## src/upsh_pkg.sv

```systemverilog
// ----------------------------------------------------------------------------
// upsh_pkg
// Shared types and constants for the unordered pair hash set.
// ----------------------------------------------------------------------------
package upsh_pkg;

  localparam int KEY_W = 64;
  localparam int ENT_W = 32;
  localparam int CNT_OUT_W = 11;

  localparam logic [1:0] OP_INSERT   = 2'd0;
  localparam logic [1:0] OP_REMOVE   = 2'd1;
  localparam logic [1:0] OP_CONTAINS = 2'd2;
  localparam logic [1:0] OP_CLEAR    = 2'd3;

  localparam logic [1:0] ST_OK      = 2'd0;
  localparam logic [1:0] ST_MISS    = 2'd1;
  localparam logic [1:0] ST_INVALID = 2'd2;
  localparam logic [1:0] ST_FULL    = 2'd3;

  localparam logic [63:0] MIX_C1 = 64'hbf58476d1ce4e5b9;
  localparam logic [63:0] MIX_C2 = 64'h94d049bb133111eb;

  typedef logic [KEY_W-1:0] key_t;

  typedef struct packed {
    logic valid;
    key_t key;
  } slot_t;

  typedef enum logic [2:0] {
    S_CLEAR,
    S_IDLE,
    S_HASH,
    S_PROBE_RD,
    S_PROBE_CMP,
    S_SCAN_RD,
    S_SCAN_CMP,
    S_RESULT
  } state_t;

endpackage

```

## src/upsh_mix.sv

```systemverilog
// ----------------------------------------------------------------------------
// upsh_mix
// Iterative 64-bit mixing finalizer on one shared 32x32 multiplier.
// ----------------------------------------------------------------------------
module upsh_mix (
  input  logic            clk,
  input  logic            rst,
  input  logic            start,
  input  upsh_pkg::key_t  key,
  output logic            done,
  output upsh_pkg::key_t  hash
);

  localparam logic [3:0] STEP_IDLE = 4'd0;
  localparam logic [3:0] STEP_END1 = 4'd4;
  localparam logic [3:0] STEP_LAST = 4'd8;

  logic [3:0]  step;
  logic [63:0] v;
  logic [63:0] acc;
  logic [63:0] prod;
  logic [63:0] cst;
  logic [31:0] mul_a;
  logic [31:0] mul_b;
  logic [63:0] sum;

  // Each 64-bit product mod 2^64 is lo*lo plus the two cross terms shifted up.
  always_comb begin
    cst   = (step < STEP_END1 + 4'd1) ? upsh_pkg::MIX_C1 : upsh_pkg::MIX_C2;
    mul_a = (step == 4'd3 || step == 4'd7) ? v[63:32] : v[31:0];
    mul_b = (step == 4'd2 || step == 4'd6) ? cst[63:32] : cst[31:0];
    sum   = acc + {prod[31:0], 32'd0};
  end

  always_ff @(posedge clk) begin
    if (rst) begin
      step <= STEP_IDLE;
      done <= 1'b0;
    end else begin
      done <= 1'b0;
      if (start) begin
        step <= 4'd1;
      end else if (step == STEP_LAST) begin
        step <= STEP_IDLE;
        done <= 1'b1;
      end else if (step != STEP_IDLE) begin
        step <= step + 4'd1;
      end
    end
  end

  always_ff @(posedge clk) begin
    if (start) begin
      v <= key ^ (key >> 30);
    end else begin
      case (step)
        4'd1, 4'd5: begin
          prod <= mul_a * mul_b;
        end
        4'd2, 4'd6: begin
          acc  <= prod;
          prod <= mul_a * mul_b;
        end
        4'd3, 4'd7: begin
          acc  <= sum;
          prod <= mul_a * mul_b;
        end
        STEP_END1: begin
          v <= sum ^ (sum >> 27);
        end
        STEP_LAST: begin
          v <= sum ^ (sum >> 31);
        end
        default: begin
        end
      endcase
    end
  end

  assign hash = v;

endmodule

```

## config.mk

```make
export PLATFORM = sky130hd
export DESIGN_NAME = upsh_mix
export DESIGN_NICKNAME = d
export VERILOG_FILES = /design/src/upsh_pkg.sv /design/src/upsh_mix.sv
export SDC_FILE = /design/constraint.sdc
export NUM_CORES = 2
export LEC_CHECK = 0
export BUFFER_PORTS_ARGS = -buffer_cell sky130_fd_sc_hd__buf_2
export CAP_MARGIN = 20
export CORE_ASPECT_RATIO = 0.7
export CORE_MARGIN = 2
export CORE_UTILIZATION = 52
export DETAILED_ROUTE_END_ITERATION = 10
export PLACE_DENSITY = 0.69
export REMOVE_ABC_BUFFERS = 1
export SYNTH_ARGS = -nofsm -noshare
export SYNTH_HDL_FRONTEND = slang
export SYNTH_SLANG_ARGS = --single-unit
```

## constraint.sdc

```tcl
create_clock -name clk -period 9.8 [get_ports clk]
set_clock_uncertainty 0.15 [all_clocks]
set_input_delay 0.98 -clock clk [delete_from_list [all_inputs] [get_ports clk]]
set_output_delay 0.98 -clock clk [all_outputs]
set_load 0.005 [all_outputs]
```

==> results.tsv <==
stage	metric	value	unit
global_routing	met2 GRT Util	0.491	
run	Max-Cap Viols	0	
logic_synthesis	EDFF count, synth	192	
final_layout	fin cells	5149	
clocking	hold-fix buffers at CTS	0	
worst_setup_path	CP Capture Type	register	
final_layout	fin util	0.567	
clocking	root buf cell	clkbuf_16	
global_routing	initial antenna violation count	5	
sta	setup TNS	0	ns
worst_setup_path	Worst Path Required	9.90	ns
final_layout	Nets	5409	
drt	Vias	29200	
drt	DRC Markers	0	
sta	final number of hold-violating endpoints	0	
logic_synthesis	FF+latch count, synth	197	
sta	Finish-stage setup viols	0	
logic_synthesis	Mean Syn Cell Area	9.83	um2
final_layout	FILL cells	6774	
clocking	number of CTS-inserted buffers	25	
place	GP Congestion	1.07	
floorplan	Die Y-Extent	234	um
global_routing	met1 Use GR	0.526	
sta	final worst path period share	0.969	
drt	antenna viol nets, final	0	
sta	Worst slew margin	0.237	
sta	fmax	105	MHz
place	DP HPWL	116000	um
drt	wire length per cell	25.8	um
final_layout	register area	0.00587	mm2
logic_synthesis	yosys warns	0	
status	status	finished clean	
place	dpl ws	0.227	ns
sta	final number of max-transition violations	0	
floorplan	# rows	84	
drt	Iter 0 DRT Violations	3253	
final_layout	commonest non-fill, non-tap cell in the layout	inv_1	
clocking	worst-skew pair later-pin latency	0.51	ns
worst_setup_path	CP Class	reg2reg	
logic_synthesis	Seq/Total Area, Yosys	0.149	
final_layout	most frequent cells in the layout	inv_1, fa_1, ha_1	
global_routing	All-Layer GR Usage	0.350	
clocking	CTS tree	done	
floorplan	Die Area	0.0781	mm2
clocking	H-Tree Depth	4	
sta	worst setup margin	0.303	ns
place	port buffer count	131	
global_routing	vias in the first global route	29800	
final_layout	layout cell share with drive strength beyond 1	0.0837	
drt	WL final	133000	um
global_routing	first-pass GRT wire length	197000	um
logic_synthesis	Main synth FF type	edfxtp_1	
floorplan	core area	0.0750	mm2
global_routing	GRT met3 Usage	0.109	
final_layout	Area growth syn-to-layout	7.82	%
clocking	clk slew on worst S/H paths	0.06	ns
sta	Tmin final	9.50	ns
worst_hold_path	hold wc startpoint	prod[61]	
global_routing	busiest layer in global routing	met1	
final_layout	antenna fix cells	0	
worst_hold_path	hold crit path type	reg2reg	
worst_setup_path	launch point of the worst path	step[0]	
final_layout	multi-input combinational cell area	0.0294	mm2
logic_synthesis	Yosys cell types	74	
clocking	Sink Count	197	
worst_setup_path	startpoint types	register	
logic_synthesis	Mapped Cells	4013	
drt	drt via density	5.67	
floorplan	I/O Pins	132	
drt	first drt pass iteration count	5	
place	Cells after DPL	5116	
floorplan	die width	333	um
clocking	Post-CTS Setup Bufs	0	
floorplan	Initial Utilization	0.526	
logic_synthesis	async set-reset flop share out of synthesis	0	
worst_setup_path	worst r2r src	step[0]	
global_routing	largest net degree at the start of global routing	76	
sta	slew at the pin closest to its max-slew limit	1.14	ns
worst_setup_path	crit path max fanout	14	
global_routing	total grt overflow	0	
clocking	CTS resizes	0	
logic_synthesis	Cell Area, Synth	0.0394	mm2
clocking	clock buffer depth	3	
worst_setup_path	arrival time at the worst endpoint	9.60	ns
-- final timing paths --
path / to / slack [ns] / cells after the start
max: prod[62] / 0.30 / 27
min reg2reg: acc[61] / 0.37 / 2
min: acc[61] / 0.37 / 2
max reg2reg: prod[62] / 0.30 / 27
-- kinds of logic (layout without fill, tap and decap cells) --
| group | after synthesis | after routing | synth area share |
|---|---|---|---|
| flops | 197 | 197 | 0.149 |
| simple gates | 804 | 804 | 0.0881 |
| compound gates | 467 | 467 | 0.0725 |
| other cells | 1 | 3 | 0.0000951 |
| xor+xnor | 165 | 165 | 0.0370 |
| buf+inv | 1136 | 1281 | 0.108 |
| fa+ha+maj | 1187 | 1187 | 0.530 |
| mux | 56 | 56 | 0.0151 |
-- cell usage after synthesis (all sizes together), types with 3 or more instances --
cell type / count / area share
inv: 994 / 0.095
fa: 806 / 0.41
ha: 381 / 0.12
nand2: 298 / 0.028
nor2: 292 / 0.028
edfxtp: 192 / 0.15
o21ai: 160 / 0.020
a21oi: 133 / 0.017
clkbuf: 120 / 0.011
xnor2: 85 / 0.019
xor2: 80 / 0.018
nor3: 55 / 0.0071
a21o: 48 / 0.0091
and2: 40 / 0.0063
mux2: 29 / 0.0083
nand3: 29 / 0.0037
mux2i: 27 / 0.0069
and3: 24 / 0.0038
a31oi: 21 / 0.0035
o21bai: 20 / 0.0038
nand4: 19 / 0.0030
o21a: 17 / 0.0032
nor2b: 15 / 0.0024
buf: 14 / 0.0016
o211ai: 11 / 0.0021
a211oi: 10 / 0.0019
nand2b: 10 / 0.0016
o22ai: 9 / 0.0014
clkinv: 8 / 0.00076
or3: 7 / 0.0011
o31ai: 6 / 0.0014
or2: 6 / 0.00095
dfxtp: 5 / 0.0025
a2111oi: 3 / 0.0013
a221o: 3 / 0.00076
a31o: 3 / 0.00067
a41oi: 3 / 0.00086
-- stage by stage --
stage	hold slack (ns)	cell area [um2]
floorplan	0.346	38900
global placement	0.368	41800
detailed placement	0.364	41800
CTS	0.373	42500
global route	0.417	42500
finish	0.367	42500
-- flip-flops by register name (all words and copies together) (netlist names) --
register / flops
hash: 64
step: 4
acc: 64
done: 1
prod: 64
-- final cells by class --
class                      count  area share
tap                          989      0.0291
inverter                    1002      0.0886
clock buffer                  28      0.0150
sequential                   197       0.138
clock inverter                 4    0.000471
multi-input combinational   2682       0.691
timing repair buffer         247      0.0377
-- worst max-delay path, cell delays in order (launching register included) --
cell and delay, ns:
dfxtp_2 0.39, ha_1 0.23, nand2_4 0.18, buf_4 0.25, mux2_2 0.52, inv_1 0.34
nor2_1 0.48, fa_1 0.50, fa_1 0.50, inv_1 0.06, fa_1 0.55, fa_1 0.60
inv_1 0.06, fa_1 0.45, ha_1 0.31, fa_1 0.52, fa_1 0.42, ha_1 0.37
o21ai_0 0.25, o21ai_0 0.17, a2111oi_2 0.35, a21oi_1 0.19, o211ai_1 0.38, a21oi_1 0.18
o21ai_1 0.21, nand3_1 0.18, a221oi_2 0.34, xnor2_1 0.09
-- per-layer routing --
layer	share of wire	vias to the layer above
li1	-	12600
met1	0.43	14700
met2	0.41	1732
met3	0.13	162
met4	0.029	2
met5	0.000060	-
Power is left out: the tool's default activity adds up to more than one toggle a clock period on the data nets, which glitch-free logic cannot reach.
